**src/rtl/core/periodic_task_scheduler_unit_macros.svh**
```systemverilog
// assertion macros for the periodic task scheduler
`ifndef PERIODIC_TASK_SCHEDULER_UNIT_MACROS_SVH
`define PERIODIC_TASK_SCHEDULER_UNIT_MACROS_SVH

// same-cycle implication, checked outside reset
`define PTS_ASSERT_NOW(label, ante, cons, msg) \
    label: assert property (@(posedge clk) disable iff (!rst_n) (ante) |-> (cons)) \
        else $error(msg);

// next-cycle implication, checked outside reset
`define PTS_ASSERT_NEXT(label, ante, cons, msg) \
    label: assert property (@(posedge clk) disable iff (!rst_n) (ante) |=> (cons)) \
        else $error(msg);

`endif

```
**src/rtl/core/pts_pkg.sv**
```systemverilog
// shared types and constants for the periodic task scheduler
`default_nettype none

package pts_pkg;

    localparam int MAX_SLOTS = 8;
    localparam int TIME_BITS = 16;
    localparam int IDX_W     = (MAX_SLOTS > 1) ? $clog2(MAX_SLOTS) : 1;
    localparam int CFG_IDX_W = 1;
    localparam int CFG_DATA_W = 4;

    typedef logic [IDX_W-1:0]     idx_t;
    typedef logic [TIME_BITS-1:0] time_t;

    // command codes
    localparam logic [1:0] CMD_TICK    = 2'd0;
    localparam logic [1:0] CMD_LOAD    = 2'd1;
    localparam logic [1:0] CMD_RESTART = 2'd2;

    // configuration register indexes
    localparam logic [CFG_IDX_W-1:0] CFG_POLICY = 1'd0;
    localparam logic [CFG_IDX_W-1:0] CFG_ACTIVE = 1'd1;

    // policy codes
    localparam logic POLICY_RM  = 1'b0;
    localparam logic POLICY_EDF = 1'b1;

    typedef struct packed {
        logic [1:0] cmd;
        logic [2:0] slot_index;
        logic [7:0] run_length;
        logic [7:0] release_interval;
    } item_t;

    typedef struct packed {
        logic [2:0]  running_slot;
        logic        idle;
        logic [15:0] tick_time;
    } result_t;

    // best candidate handed along the cell chain
    typedef struct packed {
        logic  valid;
        time_t key;
        idx_t  idx;
    } cand_t;

    // control from the sequencer to every cell
    typedef struct packed {
        logic       release_en;
        logic       grant_en;
        logic       restart;
        logic       load_en;
        idx_t       load_slot;
        logic [7:0] cost;
        logic [7:0] interval;
        logic       policy;
        logic [3:0] active;
        time_t      now;
        idx_t       win_idx;
    } cell_ctrl_t;

endpackage

`default_nettype wire

```
**src/rtl/core/pts_cell.sv**
```systemverilog
// one task slot: job state, release update and candidate compare
`default_nettype none

module pts_cell (
    input  wire logic               clk,
    input  wire logic               rst_n,
    input  wire pts_pkg::cell_ctrl_t ctrl,
    input  wire pts_pkg::idx_t      my_idx,
    input  wire pts_pkg::cand_t     cand_in,
    output pts_pkg::cand_t          cand_out
);

    logic [7:0]     job_left_reg;
    pts_pkg::time_t release_at_reg;
    pts_pkg::time_t due_at_reg;
    logic [7:0]     cost_reg;
    logic [7:0]     interval_reg;
    pts_pkg::cand_t cand_reg;

    logic           take_part;
    logic           release_hit;
    logic           mine_valid;
    pts_pkg::time_t mine_key;
    pts_pkg::cand_t cand_next;

    // slot takes part when its index is below the active count
    assign take_part   = 32'(ctrl.active) > 32'(my_idx);
    assign release_hit = ctrl.release_en && take_part && (release_at_reg == ctrl.now);

    // priority key: period for rate monotonic, deadline distance for edf
    assign mine_valid = take_part && (job_left_reg != 8'd0);
    assign mine_key   = (ctrl.policy == pts_pkg::POLICY_EDF)
                      ? pts_pkg::time_t'(due_at_reg - ctrl.now)
                      : pts_pkg::time_t'(interval_reg);

    // keep the incoming candidate on ties so the lower index wins
    always_comb
    begin
        cand_next = cand_in;
        if (mine_valid && (!cand_in.valid || (mine_key < cand_in.key)))
        begin
            cand_next.valid = 1'b1;
            cand_next.key   = mine_key;
            cand_next.idx   = my_idx;
        end
    end

    assign cand_out = cand_reg;

    // slot state
    always_ff @(posedge clk or negedge rst_n)
    begin
        if (!rst_n)
        begin
            job_left_reg   <= '0;
            release_at_reg <= '0;
            cost_reg       <= '0;
            interval_reg   <= 8'd1;
            cand_reg       <= '0;
        end
        else
        begin
            cand_reg <= cand_next;
            if (ctrl.restart)
            begin
                job_left_reg   <= '0;
                release_at_reg <= '0;
            end
            else if (release_hit)
            begin
                job_left_reg   <= cost_reg;
                release_at_reg <= pts_pkg::time_t'(release_at_reg
                                  + pts_pkg::time_t'(interval_reg));
            end
            else if (ctrl.grant_en && (ctrl.win_idx == my_idx))
            begin
                job_left_reg <= job_left_reg - 8'd1;
            end
            if (ctrl.load_en && (ctrl.load_slot == my_idx))
            begin
                cost_reg     <= ctrl.cost;
                interval_reg <= (ctrl.interval == 8'd0) ? 8'd1 : ctrl.interval;
            end
        end
    end

    // deadline, written at each release
    always_ff @(posedge clk)
    begin
        if (release_hit)
        begin
            due_at_reg <= pts_pkg::time_t'(ctrl.now + pts_pkg::time_t'(interval_reg));
        end
    end

endmodule

`default_nettype wire

```
**src/rtl/core/pts_seq.sv**
```systemverilog
// command sequencer: configuration, time, chain walk and result register
`default_nettype none

module pts_seq (
    input  wire logic                               clk,
    input  wire logic                               rst_n,
    input  wire logic                               start,
    input  wire pts_pkg::item_t                     item,
    input  wire logic                               cfg_we,
    input  wire logic [pts_pkg::CFG_IDX_W-1:0]      cfg_index,
    input  wire logic [pts_pkg::CFG_DATA_W-1:0]     cfg_data,
    input  wire pts_pkg::cand_t                     win,
    output logic                                    busy,
    output pts_pkg::cell_ctrl_t                     ctrl,
    output logic                                    done,
    output pts_pkg::result_t                        result
);

    typedef enum logic [1:0] {
        ST_IDLE,
        ST_WALK,
        ST_GRANT
    } state_t;

    localparam pts_pkg::idx_t LAST_STEP = pts_pkg::idx_t'(pts_pkg::MAX_SLOTS - 1);

    state_t           state_reg;
    pts_pkg::idx_t    walk_cnt_reg;
    pts_pkg::time_t   now_reg;
    logic             policy_reg;
    logic [3:0]       active_reg;
    logic             done_reg;
    pts_pkg::result_t result_reg;

    logic accept;
    logic slot_ok;

    assign accept  = start && (state_reg == ST_IDLE);
    assign slot_ok = 32'(item.slot_index) < pts_pkg::MAX_SLOTS;
    assign busy    = (state_reg != ST_IDLE);
    assign done    = done_reg;
    assign result  = result_reg;

    // control fanned out to the cells
    always_comb
    begin
        ctrl.release_en = accept && (item.cmd == pts_pkg::CMD_TICK);
        ctrl.load_en    = accept && (item.cmd == pts_pkg::CMD_LOAD) && slot_ok;
        ctrl.restart    = accept && (item.cmd == pts_pkg::CMD_RESTART);
        ctrl.grant_en   = (state_reg == ST_GRANT) && win.valid;
        ctrl.load_slot  = pts_pkg::idx_t'(item.slot_index);
        ctrl.cost       = item.run_length;
        ctrl.interval   = item.release_interval;
        ctrl.policy     = policy_reg;
        ctrl.active     = active_reg;
        ctrl.now        = now_reg;
        ctrl.win_idx    = win.idx;
    end

    // state, time, configuration and result
    always_ff @(posedge clk or negedge rst_n)
    begin
        if (!rst_n)
        begin
            state_reg    <= ST_IDLE;
            walk_cnt_reg <= '0;
            now_reg      <= '0;
            policy_reg   <= pts_pkg::POLICY_RM;
            active_reg   <= '0;
            done_reg     <= 1'b0;
            result_reg   <= '0;
        end
        else
        begin
            done_reg <= 1'b0;
            if (cfg_we)
            begin
                unique case (cfg_index)
                    pts_pkg::CFG_POLICY: policy_reg <= cfg_data[0];
                    pts_pkg::CFG_ACTIVE: active_reg <= cfg_data;
                    default: ;
                endcase
            end
            unique case (state_reg)
                ST_IDLE:
                begin
                    if (ctrl.restart)
                    begin
                        now_reg <= '0;
                    end
                    if (ctrl.release_en)
                    begin
                        walk_cnt_reg <= '0;
                        state_reg    <= ST_WALK;
                    end
                end
                ST_WALK:
                begin
                    walk_cnt_reg <= walk_cnt_reg + pts_pkg::idx_t'(1);
                    if (walk_cnt_reg == LAST_STEP)
                    begin
                        state_reg <= ST_GRANT;
                    end
                end
                ST_GRANT:
                begin
                    done_reg                <= 1'b1;
                    result_reg.running_slot <= win.valid ? 3'(win.idx) : 3'd0;
                    result_reg.idle         <= !win.valid;
                    result_reg.tick_time    <= 16'(now_reg);
                    now_reg                 <= now_reg + pts_pkg::time_t'(1);
                    state_reg               <= ST_IDLE;
                end
                default:
                begin
                    state_reg <= ST_IDLE;
                end
            endcase
        end
    end

endmodule

`default_nettype wire

```
**src/rtl/core/periodic_task_scheduler_unit.sv**
```systemverilog
// Top level: periodic task scheduler, a chain of slot cells and a sequencer.
// A tick transfer walks the best candidate down the cell chain, then gives its result strobe.
// A new command is taken only while idle, so a tick finishes its walk before the next one starts.
// Load and restart transfers give no result.
// Results are shown for one cycle on done; the receiver cannot stall.
// Reset clears time, jobs, releases, costs, periods to one, and configuration.
`default_nettype none

module periodic_task_scheduler_unit (
    input  wire logic                           clk,
    input  wire logic                           rst_n,
    input  wire logic                           start,
    input  wire pts_pkg::item_t                 item,
    output logic                                busy,
    output logic                                done,
    output pts_pkg::result_t                    result,
    input  wire logic                           cfg_we,
    input  wire logic [pts_pkg::CFG_IDX_W-1:0]  cfg_index,
    input  wire logic [pts_pkg::CFG_DATA_W-1:0] cfg_data
);

    pts_pkg::cell_ctrl_t ctrl;
    pts_pkg::cand_t      chain [pts_pkg::MAX_SLOTS];

    // sequencer
    pts_seq u_seq (
        .clk       (clk),
        .rst_n     (rst_n),
        .start     (start),
        .item      (item),
        .cfg_we    (cfg_we),
        .cfg_index (cfg_index),
        .cfg_data  (cfg_data),
        .win       (chain[pts_pkg::MAX_SLOTS-1]),
        .busy      (busy),
        .ctrl      (ctrl),
        .done      (done),
        .result    (result)
    );

    // row of slot cells, candidate moves one cell per cycle
    for (genvar i = 0; i < pts_pkg::MAX_SLOTS; i++)
    begin : g_cell
        pts_pkg::cand_t cand_in;
        if (i == 0)
        begin : g_head
            assign cand_in = '0;
        end
        else
        begin : g_link
            assign cand_in = chain[i-1];
        end
        pts_cell u_cell (
            .clk      (clk),
            .rst_n    (rst_n),
            .ctrl     (ctrl),
            .my_idx   (pts_pkg::idx_t'(i)),
            .cand_in  (cand_in),
            .cand_out (chain[i])
        );
    end

`include "periodic_task_scheduler_unit_macros.svh"

    `PTS_ASSERT_NOW(a_done_idle, done, !busy, "result strobe while still busy")
    `PTS_ASSERT_NEXT(a_done_single, done, !done, "result strobe longer than one cycle")
    `PTS_ASSERT_NEXT(a_tick_busy, start && !busy && (item.cmd == pts_pkg::CMD_TICK), busy, "tick transfer did not start the walk")
    `PTS_ASSERT_NEXT(a_other_quiet, start && !busy && (item.cmd != pts_pkg::CMD_TICK), !busy && !done, "non-tick transfer gave a result or went busy")

endmodule

`default_nettype wire

```
**config.mk**
```make
export PLATFORM = sky130hd
export DESIGN_NAME = periodic_task_scheduler_unit
export DESIGN_NICKNAME = d
export VERILOG_FILES = /design/src/rtl/core/pts_pkg.sv /design/src/rtl/core/pts_cell.sv /design/src/rtl/core/pts_seq.sv /design/src/rtl/core/periodic_task_scheduler_unit.sv
export VERILOG_INCLUDE_DIRS = /design/src /design/src/rtl/core
export SDC_FILE = /design/constraint.sdc
export NUM_CORES = 2
export LEC_CHECK = 0
export ABC_AREA = 1
export BUFFER_PORTS_ARGS = -buffer_cell sky130_fd_sc_hd__buf_2
export CAP_MARGIN = 0
export CORE_MARGIN = 3
export CORE_UTILIZATION = 35
export CTS_BUF_LIST = sky130_fd_sc_hd__clkbuf_16
export CTS_CLUSTER_DIAMETER = 50
export DETAILED_ROUTE_END_ITERATION = 8
export GPL_ROUTABILITY_DRIVEN = 0
export REMOVE_ABC_BUFFERS = 1
export SLEW_MARGIN = 20
export SYNTH_ARGS = -nofsm -noshare
export SYNTH_HDL_FRONTEND = slang
export SYNTH_HIERARCHICAL = 1
export SYNTH_SLANG_ARGS = --single-unit
```
**constraint.sdc**
```tcl
create_clock -name clk -period 4.51 [get_ports clk]
set_clock_uncertainty 0.1 [all_clocks]
set_input_delay 0.2255 -clock clk [delete_from_list [all_inputs] [get_ports clk]]
set_output_delay 0.2255 -clock clk [all_outputs]
set_load 0.03 [all_outputs]
```
Word-level counts from Yosys, hierarchy flattened:

Cells that the tools add are included.

* input port bits: 30
* word-level logic and storage cells: 322
* bits in registers: 639
* output and inout bits: 22

* magnitude comparators: 15
* reductions and logical operators: 104
* bitwise logic cells: 1
* eq/ne operators: 30
* add/sub/neg operators: 34
* mux-type cells: 66

Operators by type and width (number)
* 2-to-1 mux 16 bit: 25
* adder 16 x 8 -> 16 bit: 16
* 2-to-1 mux 8 bit: 25
* 2-to-1 mux 20 bit: 8
* == test 16 bit: 8
* subtractor 16 bit: 8
* less-than comparator 16 bit: 7
* nonzero test 8 bit: 8
* subtractor 8 x 1 -> 8 bit (second input constant): 8
* logical AND 1 bit: 52
* one-hot mux 16 bit (2 select lines): 1
* == test 3 bit (second input constant): 9
* nonzero test 3 bit: 8
* nonzero test 2 bit: 11
* adder 16 x 1 -> 16 bit (second input constant): 1
* greater-than comparator 4 x 3 -> 1 bit (second input constant): 4
* == test 3 x 2 -> 1 bit (second input constant): 4
* AND reduction 2 bit: 5
* greater-than comparator 4 x 1 -> 1 bit (second input constant): 2
* greater-than comparator 4 x 2 -> 1 bit (second input constant): 2
* logical NOT 1 bit: 8
* logical NOT 8 bit: 1
* logical OR 1 bit: 7
* == test 3 x 1 -> 1 bit (second input constant): 2
* 13 further kinds: 20

Depth between registers and ports, before layout:

* depth in word-level cells: 7
* depth in mapped cells: 24
* gate-level depth less buffers: 23

Hierarchy:

Netlist, hierarchy kept.

By module, submodules not included
* pts_cell (g_cell[2].u_cell ...): area an instance 5923.2 um^2, cells an instance 828, sequential area each 1983.2 um^2, times used 3
* pts_cell (g_cell[7].u_cell): area an instance 6125.9 um^2, cells an instance 850, sequential area each 1983.2 um^2, times used 1
* pts_cell (g_cell[5].u_cell): area an instance 6029.5 um^2, cells an instance 844, sequential area each 1983.2 um^2, times used 1
* pts_cell (g_cell[0].u_cell): area an instance 6023.3 um^2, cells an instance 850, sequential area each 1983.2 um^2, times used 1
* pts_cell (g_cell[6].u_cell): area an instance 6007.0 um^2, cells an instance 840, sequential area each 1983.2 um^2, times used 1
* pts_cell (g_cell[1].u_cell): area an instance 6003.3 um^2, cells an instance 837, sequential area each 1983.2 um^2, times used 1
* pts_seq: area an instance 2309.7 um^2, cells an instance 283, sequential area each 1176.1 um^2, times used 1
* periodic_task_scheduler_unit: area an instance 7.5 um^2, cells an instance 2, sequential area each 0.0 um^2, times used 1

Worst setup path before layout:

Ideal clock, no wire load.

* kind: register to register
* from: reg u_seq.now_reg[9]
* to: reg g_cell[7].u_cell.due_at_reg[0], enable pin
* data required time: 3.980 ns
* period minus slack after synthesis: 3.690 ns
* path slack: 0.820 ns
* data arrival time: 3.160 ns
* cell stages (with the launch flop): 7
* cell sequence: dfrtp_1 > xor2_1 > nor2_1 > nand3_1 > nor3_1 > nand2_1 > nor4_1

* word-level cells in the longest chain between the ends: 2

RTL lines
* start: declaration: RTL line pts_seq.sv:29 `pts_pkg::time_t now_reg;`
* start signal: assignment: RTL line pts_seq.sv:111 `now_reg <= now_reg + pts_pkg::time_t'(1);`
* == test 16 bit: RTL line pts_cell.sv:28 `assign release_hit = ctrl.release_en && take_part && (release_at_reg == ctrl.now);`
* logical AND 1 bit: RTL line pts_cell.sv:28
* via g_cell[7].u_cell.release_hit: RTL line pts_cell.sv:21 `logic release_hit;`
* end signal: assignment: RTL line pts_cell.sv:92 `due_at_reg <= pts_pkg::time_t'(ctrl.now + pts_pkg::time_t'(interval_reg));`
* end: declaration: RTL line pts_cell.sv:15 `pts_pkg::time_t due_at_reg;`

The timed path passes the listed nets, and every way through them passes these cells.
A chain may end at the register's enable or synchronous reset.

==> results.py <==
metrics = {
    "worst_setup_path": {
        "critical_path_buf_inv_count": 1,
        "cp-end-kind": "register",
        "path_cells": "ha_1 -> inv_1 -> fa_1 -> nand3_1 -> nand2_1 -> nand3_1 -> nand2_1 -> xnor2_1 -> o21ai_0 -> ha_1 -> nand2_1 -> nor2_1 -> a211oi_1 -> nand2_1 -> nand2_1 -> nand2_1 -> nand2_1 -> nand2_2 -> nand2_1 -> nand2_1",
        "worst-path-max-fanout": 19,
        "slowest_stage": "dfrtp_2",
        "cp_num_cells": 20,
        "slowest_delay_ps": 780,
        "cp.required_ps": 4980,
        "crit_arrival_ps": 4660,
        "reg2reg_from": "u_seq/now_reg[0]",
        "worstSetupPathType": "reg2reg",
        "crit_top_cell": "nand2_1",
        "cp-start-kind": "register",
        "regToRegEndpoint": "g_cell[1].u_cell/cand_out[0]",
        "cp_top_family": "simple AND/OR/NAND/NOR gates",
        "r2r_slack_ps": 320,
        "r2r.worst_path.cells": 20,
    },
    "synth": {
        "synth_area_per_cell_um2": 7.17,
        "synth.cell_area_mm2": 0.0496,
        "synth-warning-count": 6,
        "syn_inst": 6922,
    },
    "grt": {
        "antenna_found_initial": 12,
        "grt_first_pass_wirelength_um": 262000,
        "grt_use_total": 0.228,
        "grt-ovfl-total": 0,
        "grt_pass1_vias": 44784,
        "grt_max_degree": 122,
    },
    "clock_network": {
        "numCtsBuffers": 91,
        "ctsResizeCount": 0,
        "root_buffer": "clkbuf_16",
        "cts_tree": "built",
        "clockBufferDepth": 3,
        "cts_sinks": 639,
        "clock_latency_ps": 710,
        "htree_levels": 3,
        "clk_pin_slew_ps": 60,
    },
    "sta": {
        "worstMarginPinSlew_ps": 1040,
        "slew_headroom": 0.304,
        "period_share": 0.929,
        "setup_viol_count_final": 0,
        "timing.hold.ws_ps": -24.3,
        "min_period_ps": 4190,
        "hold_viol": 4,
        "rsz0062_at_grt": "no",
        "final-max-slew-violation-count": 0,
        "fmax_ghz": 0.239,
        "layout_setup_ws_ps": 319,
    },
    "power": {
        "p_leak_nw": 28.7,
        "peakVddDrop_uv": 451,
        "power_density_mw_per_mm2": 622,
        "power_mw": 34.9,
    },
    "place": {
        "placed_cells": 8938,
        "pre_cts_ws_ps": 453,
        "dp_hpwl_um": 127000,
        "port_buffers": 51,
    },
    "drt": {
        "vias": 47477,
        "drc": 0,
        "drt_iter0_drc": 4580,
        "firstDrtPassIters": 6,
        "via_per_inst": 5.19,
        "routed_wl_um": 170000,
        "wl_per_cell_um": 18.6,
        "final_antenna_net_count": 0,
    },
    "cells_and_area": {
        "syn_to_final_growth_pct": 13.0,
        "final_core_util": 0.400,
        "stdcell_count": 9139,
        "drive_gt1_frac": 0.0657,
        "largest_reg_flops": 144,
        "final_nets": 7644,
    },
    "floorplanning": {
        "coreArea_mm2": 0.140,
        "fp.dieArea_mm2": 0.146,
        "rows": 137,
        "dieWidth_um": 383,
        "ios": 52,
        "die_h_um": 383,
        "initial_core_util": 0.354,
    },
    "run_status": {
        "status": "finished with violations",
        "violations": "negative hold slack",
    },
    "run": {
        "drv_cap": 0,
    },
    "hold_path": {
        "hp-class": "in2async",
    },
}
-- cell type report --
type                       instances  area (um^2)
sequential                       639        16700
fill                           14560        84100
multi-input combinational       5328        29100
clock buffer                      94         2350
antenna                            5         12.5
tap                             1876         2350
inverter                         921         3480
timing repair buffer             198         1480
clock inverter                    78          706
-- routing by layer --
metal  wire [um]  vias to the layer above  part of all wire  GRT usage
li1            -                    23087                 -          -
met4        8460                        2             0.050     0.0970
met5          13                        -          0.000077          0
met3       12900                      386             0.076     0.0335
met1       73300                    22237              0.43      0.308
met2       75100                     1765              0.44      0.362
-- cell usage in the layout, fill, tap and decap left out, drive strengths merged, types with 109 or more instances in the layout --
cell type     n
nand2      2099
buf         174
o21ai       397
ha          411
edfxtp      128
nand4       150
xor2        193
xnor2       112
nand3       595
inv         955
a21oi       366
conb        109
nor2        500
nor3        123
dfrtp       503
-- power by group --
part | internal (mW) | switching (mW) | leakage, nW | total (mW)
sequential | 7.83 | 2.32 | 7.68 | 10.1
combinational | 6.24 | 11.2 | 19.5 | 17.4
clock | 4.27 | 3.06 | 1.57 | 7.33
-- worst max-delay path by stage --
| stage | startpoint | endpoint | slack, ps |
|---|---|---|---|
| after floorplan | u_seq/state_reg[0] | g_cell[6].u_cell/release_at_reg[7] | -290 |
| after global placement | u_seq/now_reg[1] | g_cell[1].u_cell/cand_out[15] | 500 |
| after detailed placement | u_seq/now_reg[1] | g_cell[1].u_cell/cand_out[12] | 450 |
| after CTS | u_seq/now_reg[1] | g_cell[1].u_cell/cand_out[12] | 410 |
| after global routing | u_seq/now_reg[1] | g_cell[1].u_cell/cand_out[14] | 70 |
| final | u_seq/now_reg[0] | g_cell[1].u_cell/cand_out[0] | 320 |
-- what timing repair did --
item                                    4_1_cts  5_1_grt
endpoints found under the setup margin        0        0
hold buffers                                 24        0
hold endpoints to repair                    189        0
buffers inserted                              0        0
-- metrics by stage --
step	area (um^2)	setup TNS, ps
finish	56100	0
detailed placement	52800	0
CTS	56100	0
floorplan	49100	-13050
global route	56100	0
global placement	52800	0
Power figures use the tool's default switching activity.
